<file path="config.mk">
export PLATFORM = sky130hd
export DESIGN_NAME = can_signal_timeout_and_range_monitor
export DESIGN_NICKNAME = d
export VERILOG_FILES = /design/src/design/cstm_pkg.sv /design/src/design/cstm_eval.sv /design/src/design/can_signal_timeout_and_range_monitor.sv
export SDC_FILE = /design/constraint.sdc
export NUM_CORES = 1
export LEC_CHECK = 0
export ABC_AREA = 0
export BUFFER_PORTS_ARGS = -buffer_cell sky130_fd_sc_hd__buf_2
export CAP_MARGIN = 5
export CORE_ASPECT_RATIO = 1.4
export CORE_MARGIN = 3
export CORE_UTILIZATION = 55
export CTS_BUF_LIST = sky130_fd_sc_hd__clkbuf_8
export CTS_CLUSTER_SIZE = 8
export DETAILED_ROUTE_END_ITERATION = 8
export PLACE_DENSITY_LB_ADDON = 0.08
export SYNTH_ARGS = -nofsm -noshare
export SYNTH_HDL_FRONTEND = slang
export SYNTH_SLANG_ARGS = --single-unit
</file>
<file path="constraint.sdc">
create_clock -name clk_i -period 10.8 [get_ports clk_i]
set_input_delay 1.08 -clock clk_i [delete_from_list [all_inputs] [get_ports clk_i]]
set_output_delay 1.08 -clock clk_i [all_outputs]
set_load 0.03 [all_outputs]
</file>
<file path="src/design/cstm_pkg.sv">
// Shared types and constants of the CAN signal timeout and range monitor.
`timescale 1ns / 1ps
package cstm_pkg;

  localparam int unsigned SlotCount = 6;
  localparam int unsigned CfgWidth  = 48;
  localparam int unsigned CfgIdxW   = 3;

  typedef enum logic [1:0] {
    ActFrame = 2'd0,
    ActCheck = 2'd1,
    ActClear = 2'd2
  } action_e;

  typedef enum logic [2:0] {
    RsnNone     = 3'd0,
    RsnSpeedHi  = 3'd1,
    RsnRpmHi    = 3'd2,
    RsnTempHi   = 3'd3,
    RsnBattLo   = 3'd4,
    RsnBattHi   = 3'd5
  } reason_e;

  localparam logic [CfgIdxW-1:0] RegIdLow     = 3'd0;
  localparam logic [CfgIdxW-1:0] RegIdHigh    = 3'd1;
  localparam logic [CfgIdxW-1:0] RegToLow     = 3'd2;
  localparam logic [CfgIdxW-1:0] RegToHigh    = 3'd3;
  localparam logic [CfgIdxW-1:0] RegSpeedLim  = 3'd4;
  localparam logic [CfgIdxW-1:0] RegTempLim   = 3'd5;
  localparam logic [CfgIdxW-1:0] RegRpmLim    = 3'd6;
  localparam logic [CfgIdxW-1:0] RegBattWin   = 3'd7;

  localparam int unsigned SlotSpeed = 0;
  localparam int unsigned SlotRpm   = 1;
  localparam int unsigned SlotTemp  = 3;
  localparam int unsigned SlotBatt  = 4;

  typedef struct packed {
    logic [1:0]  action;
    logic [10:0] frame_id;
    logic        ecu_fault_in;
    logic [7:0]  byte0;
    logic [7:0]  byte1;
    logic [31:0] tick;
  } in_t;

  typedef struct packed {
    logic        ecu_fault;
    logic        range_fault;
    logic [2:0]  range_reason;
    logic        timeout_fault;
    logic [5:0]  timeout_mask;
  } out_t;

  typedef struct packed {
    logic [32:0] id_low;
    logic [32:0] id_high;
    logic [47:0] to_low;
    logic [47:0] to_high;
    logic [7:0]  speed_lim;
    logic [7:0]  temp_lim;
    logic [15:0] rpm_lim;
    logic [31:0] batt_win;
  } cfg_t;

  typedef struct packed {
    logic       clear;
    logic [5:0] stamp;
  } upd_t;

endpackage

</file>
<file path="src/design/cstm_eval.sv">
// Per-transaction slot match, range check and timeout evaluation.
`timescale 1ns / 1ps
module cstm_eval (
  input  cstm_pkg::in_t  item_i,
  input  cstm_pkg::cfg_t cfg_i,
  input  logic [5:0]     seen_i,
  input  logic [31:0]    last_i [6],
  output cstm_pkg::out_t res_o,
  output cstm_pkg::upd_t upd_o
);
  import cstm_pkg::*;

  logic [10:0] slot_id  [SlotCount];
  logic [15:0] slot_to  [SlotCount];
  logic [5:0]  id_hit;
  logic [5:0]  first_hit;
  logic [5:0]  expired;
  logic [15:0] word;
  logic [15:0] batt_lo;
  logic [15:0] batt_hi;
  logic [31:0] age      [SlotCount];
  reason_e     reason;

  always_comb begin
    for (int s = 0; s < 3; s++) begin
      slot_id[s]   = cfg_i.id_low[s*11 +: 11];
      slot_id[s+3] = cfg_i.id_high[s*11 +: 11];
      slot_to[s]   = cfg_i.to_low[s*16 +: 16];
      slot_to[s+3] = cfg_i.to_high[s*16 +: 16];
    end
  end

  always_comb begin
    for (int s = 0; s < SlotCount; s++) begin
      id_hit[s]  = (slot_id[s] == item_i.frame_id);
      age[s]     = item_i.tick - last_i[s];
      expired[s] = seen_i[s] && (age[s] > {16'd0, slot_to[s]});
    end
    first_hit = id_hit & (~id_hit + 6'd1);
  end

  assign word    = {item_i.byte0, item_i.byte1};
  assign batt_lo = cfg_i.batt_win[15:0];
  assign batt_hi = cfg_i.batt_win[31:16];

  always_comb begin
    reason = RsnNone;
    if (id_hit[SlotSpeed]) begin
      if (item_i.byte0 > cfg_i.speed_lim) reason = RsnSpeedHi;
    end else if (id_hit[SlotRpm]) begin
      if (word > cfg_i.rpm_lim) reason = RsnRpmHi;
    end else if (id_hit[SlotTemp]) begin
      if (item_i.byte0 > cfg_i.temp_lim) reason = RsnTempHi;
    end else if (id_hit[SlotBatt]) begin
      if (word < batt_lo) reason = RsnBattLo;
      else if (word > batt_hi) reason = RsnBattHi;
    end
  end

  always_comb begin
    res_o = '0;
    upd_o = '0;
    case (item_i.action)
      ActFrame: begin
        res_o.ecu_fault    = item_i.ecu_fault_in;
        res_o.range_reason = reason;
        res_o.range_fault  = (reason != RsnNone);
        upd_o.stamp        = first_hit;
      end
      ActCheck: begin
        res_o.timeout_mask  = expired;
        res_o.timeout_fault = |expired;
      end
      ActClear: begin
        upd_o.clear = 1'b1;
      end
      default: begin
        res_o = '0;
      end
    endcase
  end

endmodule

</file>
<file path="src/design/can_signal_timeout_and_range_monitor.sv">
// Top level of the CAN signal timeout and range monitor.
// Path: a transaction accepted into the input register is evaluated from there, and its
// result is captured in the result register, from which it is presented.
// Throughput: one transaction per cycle; the input register and the result register
// decouple the two channels, so input stalls only when both are full and the result stalls.
// Reset: clears slot state, valid bits and loads register defaults.
`timescale 1ns / 1ps
module can_signal_timeout_and_range_monitor (
  input  logic                            clk_i,
  input  logic                            rst_ni,
  input  logic                            in_valid_i,
  output logic                            in_stall_o,
  input  cstm_pkg::in_t                   in_data_i,
  output logic                            out_valid_o,
  input  logic                            out_stall_i,
  output cstm_pkg::out_t                  out_data_o,
  input  logic                            cfg_we_i,
  input  logic [cstm_pkg::CfgIdxW-1:0]    cfg_idx_i,
  input  logic [cstm_pkg::CfgWidth-1:0]   cfg_wdata_i
);
  import cstm_pkg::*;

  cfg_t        cfg_q;
  in_t         in_q;
  logic        in_valid_q;
  out_t        out_q;
  logic        out_valid_q;
  logic [5:0]  seen_q;
  logic [31:0] last_q [SlotCount];
  out_t        res;
  upd_t        upd;
  logic        advance;
  logic        in_acc;

  assign advance     = in_valid_q && (!out_valid_q || !out_stall_i);
  assign in_stall_o  = in_valid_q && !advance;
  assign in_acc      = in_valid_i && !in_stall_o;
  assign out_valid_o = out_valid_q;
  assign out_data_o  = out_q;

  cstm_eval u_eval (
    .item_i (in_q),
    .cfg_i  (cfg_q),
    .seen_i (seen_q),
    .last_i (last_q),
    .res_o  (res),
    .upd_o  (upd)
  );

  always_ff @(posedge clk_i or negedge rst_ni) begin
    if (!rst_ni) begin
      cfg_q.id_low    <= '0;
      cfg_q.id_high   <= '0;
      cfg_q.to_low    <= 48'h03E8_03E8_03E8;
      cfg_q.to_high   <= 48'h03E8_03E8_03E8;
      cfg_q.speed_lim <= 8'hFF;
      cfg_q.temp_lim  <= 8'hFF;
      cfg_q.rpm_lim   <= 16'hFFFF;
      cfg_q.batt_win  <= 32'hFFFF_0000;
    end else if (cfg_we_i) begin
      unique case (cfg_idx_i)
        RegIdLow:    cfg_q.id_low    <= cfg_wdata_i[32:0];
        RegIdHigh:   cfg_q.id_high   <= cfg_wdata_i[32:0];
        RegToLow:    cfg_q.to_low    <= cfg_wdata_i;
        RegToHigh:   cfg_q.to_high   <= cfg_wdata_i;
        RegSpeedLim: cfg_q.speed_lim <= cfg_wdata_i[7:0];
        RegTempLim:  cfg_q.temp_lim  <= cfg_wdata_i[7:0];
        RegRpmLim:   cfg_q.rpm_lim   <= cfg_wdata_i[15:0];
        RegBattWin:  cfg_q.batt_win  <= cfg_wdata_i[31:0];
        default:     cfg_q           <= cfg_q;
      endcase
    end
  end

  always_ff @(posedge clk_i or negedge rst_ni) begin
    if (!rst_ni) begin
      in_valid_q  <= 1'b0;
      out_valid_q <= 1'b0;
    end else begin
      if (in_acc) begin
        in_valid_q <= 1'b1;
      end else if (advance) begin
        in_valid_q <= 1'b0;
      end
      if (advance) begin
        out_valid_q <= 1'b1;
      end else if (!out_stall_i) begin
        out_valid_q <= 1'b0;
      end
    end
  end

  always_ff @(posedge clk_i) begin
    if (in_acc) begin
      in_q <= in_data_i;
    end
    if (advance) begin
      out_q <= res;
    end
  end

  always_ff @(posedge clk_i or negedge rst_ni) begin
    if (!rst_ni) begin
      seen_q <= '0;
      for (int s = 0; s < SlotCount; s++) begin
        last_q[s] <= '0;
      end
    end else if (advance) begin
      if (upd.clear) begin
        seen_q <= '0;
        for (int s = 0; s < SlotCount; s++) begin
          last_q[s] <= '0;
        end
      end else begin
        for (int s = 0; s < SlotCount; s++) begin
          if (upd.stamp[s]) begin
            seen_q[s] <= 1'b1;
            last_q[s] <= in_q.tick;
          end
        end
      end
    end
  end

`ifndef SYNTHESIS
  a_clear_empties: assert property (@(posedge clk_i) disable iff (!rst_ni)
    (advance && (in_q.action == ActClear)) |=> (seen_q == '0))
    else $error("slots still seen after clear");

  a_stamp_onehot: assert property (@(posedge clk_i) disable iff (!rst_ni)
    advance |-> $onehot0(upd.stamp))
    else $error("more than one slot stamped");

  a_stall_full: assert property (@(posedge clk_i) disable iff (!rst_ni)
    in_stall_o |-> (in_valid_q && out_valid_q && out_stall_i))
    else $error("input stalled with room available");

  a_fault_flags: assert property (@(posedge clk_i) disable iff (!rst_ni)
    out_valid_q |-> ((out_q.timeout_fault == (out_q.timeout_mask != '0)) &&
                     (out_q.range_fault == (out_q.range_reason != RsnNone))))
    else $error("fault flag disagrees with its detail");
`endif

endmodule

</file>
==> results.py <==
metrics = {
    "global_route": {
        "grt_overflow": 0,
        "grt_util_all_layers": 0.316,
        "grt_antenna_before_repair": 2,
        "grt_max_degree": 94,
        "grt_pass1_vias": 28500,
        "grt_pass1_wl_mm": 159,
    },
    "die": {
        "pin_count": 132,
        "dieArea_sq_um": 65100,
        "initial_core_util": 0.558,
        "die_x_um": 216,
        "die_h_um": 301,
        "fp-row-count": 107,
        "core-area_sq_um": 61000,
    },
    "yosys": {
        "async_flop_share": 0.852,
        "ys.flop_type": "dfrtp_1",
        "netlist_area_sq_um": 34100,
        "synth_edf_count": 74,
        "synth_top_cell_area_share": 0.251,
        "netlist_instances": 3749,
        "synth_fp_nets": 4218,
        "yosys-top-cells-area": "dfrtp_1, ha_1, edfxtp_1, dfstp_2, mux2_2",
        "seq_area_frac_synth": 0.381,
        "synth-seq-cells": 500,
        "yosys.area.top_type": "dfrtp_1",
        "avgSynthCellArea_sq_um": 9.09,
        "yosysWarnings": 0,
        "ys_types": 101,
    },
    "final_layout": {
        "drive_gt1_frac": 0.147,
        "finalNetCount": 4332,
        "final_cells": 4748,
        "regArea_sq_um": 13000,
        "multi_input_area_sq_um": 19200,
        "fillers": 5500,
        "area_delta_synth_final_pct": 9.01,
    },
    "placed_design": {
        "dp_slack_ns": 4.62,
        "dp_hpwl_mm": 79.8,
        "io_buffers": 131,
        "place.gp.congestion": 0.961,
        "placed_cells": 4594,
    },
    "sta": {
        "finalSetupTns_ns": 0,
        "hold_viol": 0,
        "skew_ns": 0.0382,
        "tightest_slew_ns": 1.20,
        "maxSlewViolCount": 0,
        "hold-worst-slack_ns": 0.387,
        "finalCritPeriodShare": 0.585,
        "setup_violations": 0,
        "slew_headroom": 0.195,
        "max_freq_ghz": 0.158,
        "setup_slack_ns": 4.48,
        "finalCriticalPeriod_ns": 6.32,
        "rsz0062_at_grt": "no",
    },
    "run": {
        "drv_cap": 0,
    },
    "detailed_routing": {
        "initialDrtViolationCount": 2154,
        "num_vias": 28300,
        "wl_per_cell_um": 21.7,
        "drt.antenna.violating_nets": 0,
        "first_pass_iters": 6,
        "vias_per_cell": 5.97,
        "detail_route.wirelength_mm": 103,
        "drc_errors": 0,
    },
    "clock_tree": {
        "ctsResizeCount": 0,
        "clk_latency_ns": 0.71,
        "cts_buffer_depth": 3,
        "path_clk_slew_ns": 0.07,
        "cts-buffers-inserted": 84,
        "numClockSinks": 500,
        "cts_tree": "done",
        "cts_hold_repair.buffers": 0,
        "cts_root_buffer": "clkbuf_8",
        "htree_levels": 3,
        "post_cts_buffers": 0,
    },
    "worst_setup_path": {
        "arrival_ns": 6.72,
        "worstSetupStartpointType": "flip-flop",
        "cp.required_ns": 11.20,
        "worstSetupEndpointType": "flip-flop",
        "cp-startpoint": "in_q[1]$_DFFE_PP_",
        "critPathMaxFanout": 11,
        "criticalPathCategory": "reg2reg",
        "r2r-start": "in_q[1]$_DFFE_PP_",
    },
    "power_and_ir_drop": {
        "finalPower_mw": 7.61,
        "p_int_mw": 4.58,
        "p_seq_frac": 0.336,
        "leakagePower_nw": 16.9,
        "power.density_nw_per_um2": 205,
        "p_sw_frac": 0.399,
        "comb_power_share": 0.444,
        "power_frac_clock": 0.220,
        "peakVddDrop_v": 0.000135,
        "switching_power_mw": 3.03,
    },
    "run_status": {
        "outcome": "completed",
    },
    "min_path": {
        "hold_class": "in2async",
    },
}
-- registers in the layout, indices dropped and copies added, names as in the netlist --
signal,count
out_valid_o,1
seen_q,6
cfg_q,226
in_valid_q,1
last_q,192
in_q,62
out_data_o,12
-- per-stage QoR --
step	cell area (sq um)	util
after floorplan	34100	-
after global placement	35500	0.582
after detailed placement	35500	0.582
after CTS	37200	0.609
after global routing	37200	0.609
final	37200	0.609
-- path summary, 6_finish.rpt --
kind,end,slack (ns),cells after the start
max,out_data_o[6]$_SDFFCE_PP0P_,4.48,18
min in group clk_i,last_q[171]$_DFFE_PN0P_,0.47,2
max in group asynchronous,cfg_q[15]$_DFFE_PN0P_,8.11,3
max reg2reg,out_data_o[6]$_SDFFCE_PP0P_,4.48,18
min reg2reg,last_q[171]$_DFFE_PN0P_,0.47,2
min,last_q[54]$_DFFE_PN0P_,0.39,1
-- layout make-up --
class | count | area share
inverter | 401 | 0.0405
antenna | 1 | 0.0000673
tap | 817 | 0.0275
clock inverter | 59 | 0.00932
clock buffer | 94 | 0.0348
multi-input combinational | 2722 | 0.516
sequential | 500 | 0.349
timing repair buffer | 154 | 0.0226
-- layout by cell type (no fill, tap or decap), types with 19 or more instances in the layout --
cell and instances:
o21bai_1 26, xor2_1 56, edfxtp_1 74, xnor2_1 143, o21ai_1 19, o21a_1 43, buf_4 23, and2_1 27
clkbuf_8 94, inv_1 438, a21oi_1 241, buf_2 130, mux2_2 177, nand2b_1 33, nand2_1 404, nand3_1 87
o211ai_1 21, ha_1 345, dfrtp_1 342, and3_1 22, a211oi_1 21, nor2_1 156, nor2b_1 35, o21ai_0 363
nor3_1 55, dfstp_2 84, nand4_1 77, a21o_1 92
-- Yosys cell counts (9+ instances only) --
cell	n
nand2_1	406
inv_1	401
o21ai_0	363
ha_1	345
dfrtp_1	342
a21oi_1	241
mux2_2	177
nor2_1	160
xnor2_1	143
clkbuf_1	116
a21o_1	92
nand3_1	87
dfstp_2	84
nand4_1	77
edfxtp_1	74
nor3_1	56
xor2_1	56
o21a_1	43
nor2b_1	35
nand2b_1	34
and2_1	28
o21bai_1	26
and3_1	22
a211oi_1	21
o211ai_1	21
o21ai_1	19
a31oi_1	18
o31ai_1	16
nor4_1	15
or3_1	14
a311oi_1	10
o22ai_1	10
or2_2	10
and4_1	9
mux2i_1	9
-- worst max-delay path, stage by stage (launching register included) --
cell and delay (ns):
edfxtp_1 0.70, inv_1 0.35, fa_1 0.54, nand2b_1 0.18, a21oi_1 0.21, nor2_1 0.11
o21ai_0 0.39, a21oi_1 0.15, xnor2_1 0.16, ha_1 0.28, nand4_1 0.13, nor4_1 0.40
nand2_1 0.12, a2111oi_0 0.78, nand4_1 0.16, nor4_1 0.29, nand4_1 0.12, o41ai_1 0.82
a31oi_1 0.15
-- power by group through the flow --
stage / sequential [mW] / combinational, mW / clock (mW)
2_1_floorplan: 2.51 / 2.47 / 0
3_3_place_gp: 2.57 / 3.21 / 0
3_5_place_dp: 2.59 / 3.31 / 0
4_1_cts: 2.56 / 3.34 / 1.72
5_1_grt: 2.60 / 3.78 / 1.80
6_report: 2.56 / 3.38 / 1.67
-- metal layers --
layer / vias to the layer above / wire, um / global-route usage
met1: 13500 / 39400 / 0.363
met2: 976 / 50800 / 0.550
met3: 346 / 4990 / 0.0392
met5: - / 12 / 0
met4: 2 / 7970 / 0.217
li1: 13500 / - / -
-- logic make-up (layout without fill, tap and decap cells) --
family | after synthesis | in the layout | synth area share
adders and majority gates | 351 | 351 | 0.130
and+or+nand+nor | 992 | 992 | 0.138
muxes | 186 | 186 | 0.0611
DFF | 500 | 500 | 0.381
AOI/OAI and AO/OA | 994 | 994 | 0.180
buffers and inverters | 527 | 708 | 0.0584
other | 0 | 1 | 0
xor gates and xnor gates | 199 | 199 | 0.0511
No activity file was read; power rests on OpenSTA's default activity.
